**config.mk**
```make
export PLATFORM = sky130hd
export DESIGN_NAME = utf8_stream_validator
export DESIGN_NICKNAME = d
export VERILOG_FILES = /design/src/utf8v_pkg.sv /design/src/utf8v_decode.sv /design/src/utf8_stream_validator.sv
export SDC_FILE = /design/constraint.sdc
export NUM_CORES = 1
export LEC_CHECK = 0
export ABC_AREA = 1
export BUFFER_PORTS_ARGS = -buffer_cell sky130_fd_sc_hd__buf_2
export CORE_MARGIN = 2
export CORE_UTILIZATION = 40
export CTS_BUF_LIST = sky130_fd_sc_hd__clkbuf_2 sky130_fd_sc_hd__clkbuf_4 sky130_fd_sc_hd__clkbuf_8
export CTS_CLUSTER_SIZE = 14
export DETAILED_ROUTE_END_ITERATION = 16
export PLACE_DENSITY = 0.53
export SYNTH_ARGS = -nofsm -noshare
export SYNTH_HDL_FRONTEND = slang
export SYNTH_HIERARCHICAL = 1
export SYNTH_SLANG_ARGS = --single-unit
```
**constraint.sdc**
```tcl
create_clock -name clock -period 6.2 [get_ports clock]
set_input_delay 0.93 -clock clock [delete_from_list [all_inputs] [get_ports clock]]
set_output_delay 0.93 -clock clock [all_outputs]
set_load 0.05 [all_outputs]
```
**src/utf8v_pkg.sv**
```systemverilog
package utf8v_pkg;

   // Byte ranges of strict UTF-8.
   localparam logic [7:0] ASCII_MAX      = 8'h7f;
   localparam logic [7:0] C0_MAX         = 8'h1f;
   localparam logic [7:0] DEL_CHAR       = 8'h7f;
   localparam logic [7:0] LEAD2_MIN      = 8'hc2;
   localparam logic [7:0] LEAD2_MAX      = 8'hdf;
   localparam logic [7:0] LEAD3_MIN      = 8'he0;
   localparam logic [7:0] LEAD3_MAX      = 8'hef;
   localparam logic [7:0] LEAD3_SURR     = 8'hed;
   localparam logic [7:0] LEAD4_MIN      = 8'hf0;
   localparam logic [7:0] LEAD4_MAX      = 8'hf4;
   localparam logic [7:0] CONT_MIN       = 8'h80;
   localparam logic [7:0] CONT_MAX       = 8'hbf;
   localparam logic [7:0] E0_SECOND_MIN  = 8'ha0;
   localparam logic [7:0] ED_SECOND_MAX  = 8'h9f;
   localparam logic [7:0] F0_SECOND_MIN  = 8'h90;
   localparam logic [7:0] F4_SECOND_MAX  = 8'h8f;

   // Code points rejected as C1 controls (DEL included).
   localparam logic [20:0] C1_CP_MIN     = 21'h00007f;
   localparam logic [20:0] C1_CP_MAX     = 21'h00009f;

   localparam int CP_WIDTH = 21;

   typedef struct packed {
      logic [1:0]          pending_continuations;
      logic                awaiting_second_byte;
      logic [7:0]          second_low_bound;
      logic [7:0]          second_high_bound;
      logic [CP_WIDTH-1:0] partial_code_point;
      logic                error_seen;
   } state_type;

   localparam state_type STATE_RESET = '{
      pending_continuations: 2'd0,
      awaiting_second_byte:  1'b0,
      second_low_bound:      CONT_MIN,
      second_high_bound:     CONT_MAX,
      partial_code_point:    '0,
      error_seen:            1'b0
   };

endpackage

```
**src/utf8v_decode.sv**
```systemverilog
// Next-state and verdict logic for one byte of a text.
module utf8v_decode (
   input  utf8v_pkg::state_type state_cur,
   input  logic [7:0]           text_byte,
   input  logic                 reject_controls,
   input  logic                 is_last,
   output utf8v_pkg::state_type state_nxt,
   output logic                 valid_so_far
);

   utf8v_pkg::state_type s;
   logic                 bad;
   logic [utf8v_pkg::CP_WIDTH-1:0] cp;

   always_comb begin
      s   = state_cur;
      bad = 1'b0;
      cp  = {state_cur.partial_code_point[utf8v_pkg::CP_WIDTH-7:0], text_byte[5:0]};
      if (!state_cur.error_seen) begin
         if (state_cur.pending_continuations == 2'd0) begin
            if (text_byte <= utf8v_pkg::ASCII_MAX) begin
               bad = reject_controls && ((text_byte <= utf8v_pkg::C0_MAX) ||
                                         (text_byte == utf8v_pkg::DEL_CHAR));
            end else if (text_byte >= utf8v_pkg::LEAD2_MIN &&
                         text_byte <= utf8v_pkg::LEAD2_MAX) begin
               s.pending_continuations = 2'd1;
               s.awaiting_second_byte  = 1'b1;
               s.second_low_bound      = utf8v_pkg::CONT_MIN;
               s.second_high_bound     = utf8v_pkg::CONT_MAX;
               s.partial_code_point    = {16'd0, text_byte[4:0]};
            end else if (text_byte >= utf8v_pkg::LEAD3_MIN &&
                         text_byte <= utf8v_pkg::LEAD3_MAX) begin
               s.pending_continuations = 2'd2;
               s.awaiting_second_byte  = 1'b1;
               s.second_low_bound      = (text_byte == utf8v_pkg::LEAD3_MIN) ?
                                         utf8v_pkg::E0_SECOND_MIN : utf8v_pkg::CONT_MIN;
               s.second_high_bound     = (text_byte == utf8v_pkg::LEAD3_SURR) ?
                                         utf8v_pkg::ED_SECOND_MAX : utf8v_pkg::CONT_MAX;
               s.partial_code_point    = {17'd0, text_byte[3:0]};
            end else if (text_byte >= utf8v_pkg::LEAD4_MIN &&
                         text_byte <= utf8v_pkg::LEAD4_MAX) begin
               s.pending_continuations = 2'd3;
               s.awaiting_second_byte  = 1'b1;
               s.second_low_bound      = (text_byte == utf8v_pkg::LEAD4_MIN) ?
                                         utf8v_pkg::F0_SECOND_MIN : utf8v_pkg::CONT_MIN;
               s.second_high_bound     = (text_byte == utf8v_pkg::LEAD4_MAX) ?
                                         utf8v_pkg::F4_SECOND_MAX : utf8v_pkg::CONT_MAX;
               s.partial_code_point    = {18'd0, text_byte[2:0]};
            end else begin
               bad = 1'b1;
            end
         end else begin
            if (state_cur.awaiting_second_byte &&
                (text_byte < state_cur.second_low_bound ||
                 text_byte > state_cur.second_high_bound)) begin
               bad = 1'b1;
            end else if (text_byte < utf8v_pkg::CONT_MIN ||
                         text_byte > utf8v_pkg::CONT_MAX) begin
               bad = 1'b1;
            end else begin
               s.awaiting_second_byte  = 1'b0;
               s.partial_code_point    = cp;
               s.pending_continuations = state_cur.pending_continuations - 2'd1;
               if (s.pending_continuations == 2'd0) begin
                  // The sequence is complete; check the decoded code point.
                  s   = utf8v_pkg::STATE_RESET;
                  bad = reject_controls && cp >= utf8v_pkg::C1_CP_MIN &&
                        cp <= utf8v_pkg::C1_CP_MAX;
               end
            end
         end
      end
      // A text that ends inside a sequence is truncated.
      if (is_last && s.pending_continuations != 2'd0) begin
         bad = 1'b1;
      end
      if (bad) begin
         s            = utf8v_pkg::STATE_RESET;
         s.error_seen = 1'b1;
      end
      valid_so_far = !s.error_seen;
      state_nxt    = is_last ? utf8v_pkg::STATE_RESET : s;
   end

endmodule

```
**src/utf8_stream_validator.sv**
```systemverilog
// Strict UTF-8 validator for a byte stream. Each item carries one byte of a
// text, a flag that asks for control characters to be rejected, and tlast on
// the final byte. Every item yields exactly one result item: tdata bit 0 is 1
// while no violation has been seen in the current text, and on the last byte
// it is the final verdict, which also fails a text that ends inside a
// multi-byte sequence. The result's tlast echoes the input's tlast, and the
// decoder state returns to its reset values after the last byte. The block
// takes one item per clock cycle; an accepted item is held in the input
// register, and its result is delivered from the result register. The state
// update between the input register and the result register lets a byte
// follow in every cycle as long as the result side keeps taking items.
module utf8_stream_validator (
   input  logic       clock,
   input  logic       reset,
   // Input channel.
   input  logic       req_tvalid,
   output logic       req_tready,
   input  logic [7:0] req_tdata,   // [7:0] text_byte
   input  logic       req_tuser,   // [0] reject_controls
   input  logic       req_tlast,   // is_last
   // Result channel.
   output logic       rsp_tvalid,
   input  logic       rsp_tready,
   output logic [7:0] rsp_tdata,   // [0] valid_so_far, [7:1] zero
   output logic       rsp_tlast    // text_done
);

   // Input register.
   logic       in_valid_ff, in_valid_in;
   logic [7:0] in_byte_ff,  in_byte_in;
   logic       in_rc_ff,    in_rc_in;
   logic       in_last_ff,  in_last_in;

   // Decoder state, updated when an item moves to the result register.
   utf8v_pkg::state_type state_ff, state_in, state_nxt;

   // Result register.
   logic out_valid_ff, out_valid_in;
   logic out_ok_ff,    out_ok_in;
   logic out_last_ff,  out_last_in;

   logic advance;
   logic valid_so_far;

   utf8v_decode u_decode (
      .state_cur       (state_ff),
      .text_byte       (in_byte_ff),
      .reject_controls (in_rc_ff),
      .is_last         (in_last_ff),
      .state_nxt       (state_nxt),
      .valid_so_far    (valid_so_far)
   );

   // The held item moves on when the result register is empty or being
   // drained in this cycle; the input register refills in the same cycle.
   assign advance    = in_valid_ff && (!out_valid_ff || rsp_tready);
   assign req_tready = !in_valid_ff || advance;

   always_comb begin
      in_valid_in  = in_valid_ff;
      in_byte_in   = in_byte_ff;
      in_rc_in     = in_rc_ff;
      in_last_in   = in_last_ff;
      state_in     = state_ff;
      out_valid_in = out_valid_ff;
      out_ok_in    = out_ok_ff;
      out_last_in  = out_last_ff;

      if (rsp_tready) begin
         out_valid_in = 1'b0;
      end
      if (advance) begin
         in_valid_in  = 1'b0;
         state_in     = state_nxt;
         out_valid_in = 1'b1;
         out_ok_in    = valid_so_far;
         out_last_in  = in_last_ff;
      end
      if (req_tvalid && req_tready) begin
         in_valid_in = 1'b1;
         in_byte_in  = req_tdata;
         in_rc_in    = req_tuser;
         in_last_in  = req_tlast;
      end
   end

   always_ff @(posedge clock) begin
      if (reset) begin
         in_valid_ff  <= 1'b0;
         out_valid_ff <= 1'b0;
         state_ff     <= utf8v_pkg::STATE_RESET;
      end else begin
         in_valid_ff  <= in_valid_in;
         out_valid_ff <= out_valid_in;
         state_ff     <= state_in;
      end
      in_byte_ff  <= in_byte_in;
      in_rc_ff    <= in_rc_in;
      in_last_ff  <= in_last_in;
      out_ok_ff   <= out_ok_in;
      out_last_ff <= out_last_in;
   end

   assign rsp_tvalid = out_valid_ff;
   assign rsp_tdata  = {7'd0, out_ok_ff};
   assign rsp_tlast  = out_last_ff;

`ifndef SYNTH
   // Closing a text leaves the decoder in its reset state.
   a_reset_after_last: assert property (@(posedge clock) disable iff (reset)
      advance && in_last_ff |=> state_ff == utf8v_pkg::STATE_RESET)
      else $error("decoder state not cleared after last item of a text");

   // A violation stays recorded until the text ends.
   a_error_sticky: assert property (@(posedge clock) disable iff (reset)
      advance && !in_last_ff && state_ff.error_seen |=> state_ff.error_seen)
      else $error("error flag dropped inside a text");

   // Once an error is recorded, the next result reports the text as invalid.
   a_error_reported: assert property (@(posedge clock) disable iff (reset)
      advance && state_ff.error_seen |=> !rsp_tdata[0])
      else $error("result reports valid after a recorded violation");

   // A recorded violation always drops the open sequence.
   a_no_open_seq_idle: assert property (@(posedge clock) disable iff (reset)
      state_ff.error_seen |-> state_ff.pending_continuations == 2'd0)
      else $error("sequence left open after a violation");
`endif

endmodule

```
Yosys cells after proc, flatten, opt, wreduce, memory -nomap -nowiden

Index checks and enable logic that the tools add are counted.

Reductions and logical operators: 26
Equality and inequality tests: 10
Multiplexer cells: 30
$lt $le $gt $ge: 14
Add/sub/neg operators: 1

Operators with widths:

| operator                                                                           | count |
|---|---|
| 41-bit two-way mux                                                                 | 6 |
| 40-bit two-way mux                                                                 | 5 |
| 8-bit equality test (second input constant)                                        | 4 |
| 8-bit >= comparator (second input constant)                                        | 3 |
| 8-bit less-or-equal comparator (second input constant)                             | 3 |
| 21-bit by 7-bit >= comparator with 1-bit output (second input constant)            | 1 |
| 21-bit by 8-bit less-or-equal comparator with 1-bit output (second input constant) | 1 |
| 6-bit two-way mux                                                                  | 3 |
| 1-bit two-way mux                                                                  | 15 |
| 1-bit logical AND                                                                  | 10 |
| 8-bit by 7-bit equality test with 1-bit output (second input constant)             | 1 |
| 8-bit > comparator                                                                 | 1 |
| 8-bit > comparator (second input constant)                                         | 1 |
| 8-bit by 5-bit less-or-equal comparator with 1-bit output (second input constant)  | 1 |
| 8-bit by 7-bit less-or-equal comparator with 1-bit output (second input constant)  | 1 |
| 8-bit < comparator                                                                 | 1 |
| 8-bit < comparator (second input constant)                                         | 1 |
| 4-bit by 2-bit inequality test with 1-bit output (second input constant)           | 2 |
| 7-bit AND reduction                                                                | 1 |
| 6-bit by 5-bit inequality test with 1-bit output (second input constant)           | 1 |
| 6-bit AND reduction                                                                | 1 |
| 2-bit nonzero test                                                                 | 3 |
| 1-bit logical OR                                                                   | 5 |
| 5-bit two-way mux                                                                  | 1 |
| 6 further kinds                                                                    | 9 |

Logic and storage cells: 94
Bits of input ports: 14
Output and inout bits: 11
Register bits after elaboration: 49

Longest topological paths before layout

Word-level depth: 13
Depth in mapped cells: 24

Modules after synthesis

The synthesis kept the hierarchy.

Modules (own cells, without submodules):

| module                | seq. area each (µm²) | area each (µm²) | times used | cells each |
|---|---|---|---|---|
| utf8_stream_validator | 1221.2               | 2421.1          | 1          | 284 |
| utf8v_decode          | 0.0                  | 1615.3          | 1          | 299 |

Least setup slack after synthesis

Ideal clock, no wire load.

Path kind: register to register
Start: reg in_byte_ff[3]
End: reg state_ff[36] (netlist bit)
Arrival time: 2272 ps
Stages on the path, launching flop included: 20
Clock period less this slack: 2336 ps
Slack: 3864 ps
Path through: edfxtp_1 -> ha_1 -> nand2_1 -> inv_1 -> nand2_1 -> nand2_1 -> nand2_1 -> nand2_1 -> nand2_1 -> nand2_1 -> nand2_2 -> nand2_2 -> o21ai_1 -> a21oi_2 -> nand3_2 -> nor2_1 -> inv_1 -> nand3_1 -> nand2_1 -> nor2_1

RTL lines:

| element                | RTL line                    | text |
|---|---|---|
| from (decl)            | utf8_stream_validator.sv:30 | `logic [7:0] in_byte_ff, in_byte_in;` |
| from (signal assigned) | utf8_stream_validator.sv:97 | `in_byte_ff <= in_byte_in;` |
| to (signal assigned)   | utf8_stream_validator.sv:91 | `state_ff <= utf8v_pkg::STATE_RESET;` |
| to (signal assigned)   | utf8_stream_validator.sv:95 | `state_ff <= state_in;` |
| to (decl)              | utf8_stream_validator.sv:35 | `utf8v_pkg::state_type state_ff, state_in, state_nxt;` |

==> impl_metrics.yaml <==
worst_setup_path:
  critPathSlowestCell: "edfxtp_1"
  critical_path_class: "reg -> reg"
  arrival_ns: 3.12
  path_cells: "ha_1, a21oi_1, nor2_1, nor2_1, nand2_1, nand2_1, nand2_1, nand2_2, nand2_2, a21oi_4, nand2_2, a21oi_1, nand2_1, nand3_1, nand3_1"
  critPathMaxStageDelay_ns: 0.56
  path_max_fanout: 17
  ff2ff_setup_slack_ns: 3.25
  start_kind: "flop"
  cp.required_ns: 6.37
  path_delay_family: "simple AND/OR/NAND/NOR gates"
  critPathBufInv: 0
  endpoint_kind: "flop"
  cpMostUsedCell: "nand2_1"
logic_synthesis:
  synth.cell_area_sq_um: 3690
  ys_warn_count: 6
  syn_inst: 534
  avgSynthCellArea_sq_um: 6.91
clock_network:
  cts_buffers: 5
  clockBufferDepth: 2
  cts_tree: "yes"
  root_buffer: "clkbuf_8"
  clk_latency_ns: 0.30
  htree_levels: 2
  ctsResizeCount: 0
  postCtsHoldBufs: 0
  postCtsSetupBuffers: 0
  cts.clk_slew.worst_paths_ns: 0.09
  cts_sinks: 49
finish:
  finalNetCount: 562
  areaGrowthSynthToFinish_pct: 2.91
  drive_gt1_share_pct: 14.5
  diodes: 0
  final_cell_mix: "nand2_1, inv_1, nor2_1, nand3_1, dfxtp_1"
  final_common_cell: "nand2_1"
  layout.cells.non_filler: 643
place:
  gp_congestion: 0.861
  placed_cells: 635
  dp_hpwl_um: 6480
  port_buffers: 17
die:
  core-area_sq_um: 9110
  num_io_pins: 25
  die-area_sq_um: 10000
  start_util_pct: 40.5
  die_h_um: 100
  die_w_um: 100
  std_cell_rows: 35
timing:
  setup_violations: 0
  finalClockSkew_ns: 0.00403
  slew_violations: 0
  report.final.hold_viol_count: 0
  max_freq_ghz: 0.339
  period_needed_ns: 2.95
  fin_crit_sh_pct: 47.6
  rsz0062_at_grt: "false"
  slew_headroom_pct: 45.9
  worstMarginPinSlew_ns: 0.811
  tns_ns: 0
worst_hold_path:
  min_path_type: "reg -> reg"
grt:
  grt_pass1_wl_um: 15200
  grt-ovfl-total: 0
  antenna_found_initial: 0
  grt_max_degree: 64
  grt_pass1_vias: 2976
  grt_util_all_layers_pct: 19.0
route:
  first_iter_violations: 193
  wl_per_cell_um: 14.2
  via_count: 3353
  drt-pass1-iter-count: 5
  routed_wl_um: 9130
  drc: 0
  drt-vias-per-instance: 5.21
  ant_nets: 0
power:
  irDropWorstVdd_uv: 114
  power.density_nw_per_um2: 219
  fin_total_pwr_mw: 0.833
  p_leak_nw: 1.68
outcome:
  status: "finished, final reports clean"
run:
  drv_cap: 0
==> worst register-to-register path: cells and delay by family, from the launching register on <==
| kind | cells | cell delay, ns |
|---|---|---|
| AOI/OAI and AO/OA | 3 | 0.69 |
| adders and majority gates | 1 | 0.36 |
| DFF | 1 | 0.56 |
| and+or+nand+nor | 11 | 1.22 |
==> stage by stage <==
step	hold WS, ns	cell area, sq um	util, %	setup slack (ns)
global placement	0.441	3690	40.5	3.29
global route	0.508	3800	41.7	2.89
finish	0.475	3800	41.7	3.25
CTS	0.472	3800	41.7	3.28
floorplan	0.429	3710	-	3.86
detailed placement	0.448	3690	40.5	3.29
==> state kept, by name (all words and copies together), names as in the netlist <==
| signal | count |
|---|---|
| in_valid_ff | 1 |
| state_ff | 35 |
| out_ok_ff | 1 |
| rsp_tlast | 1 |
| in_last_ff | 1 |
| in_rc_ff | 1 |
| rsp_tvalid | 1 |
| in_byte_ff | 8 |
==> metal layers <==
metal	GRT usage (%)	wire, um	vias to the layer above
met5	0	0	-
li1	-	-	1726
met2	29.0	4010	78
met4	5.06	147	0
met3	2.58	337	12
met1	28.3	4640	1537
==> layout make-up <==
type                    count  area, sq um
fillers                   992         5310
multi-input cells         372         2030
flip-flops and latches     49         1100
inverters                  84          315
well taps                 111          139
repair buffers             19          100
clock buffers               6         76.3
clock inverters             2         33.8
==> power by group <==
| group | internal, mW | leakage [nW] | switching, mW | total, mW |
|---|---|---|---|---|
| registers | 0.349 | 0.421 | 0.0274 | 0.376 |
| logic | 0.0746 | 1.20 | 0.147 | 0.222 |
| clock network | 0.124 | 0.0563 | 0.111 | 0.235 |
==> worst paths after layout <==
check / startpoint / end / depth (start not counted)
worst max-delay path: in_byte_ff[5]$_DFFE_PP_ / state_ff[26]$_SDFFE_PP1P_ / 15
worst min-delay path: state_ff[29]$_SDFFE_PP1P_ / state_ff[29]$_SDFFE_PP1P_ / 2
worst max register to register: in_byte_ff[5]$_DFFE_PP_ / state_ff[26]$_SDFFE_PP1P_ / 15
worst min register to register: state_ff[29]$_SDFFE_PP1P_ / state_ff[29]$_SDFFE_PP1P_ / 2
No activity file was read; power rests on OpenSTA's default activity.
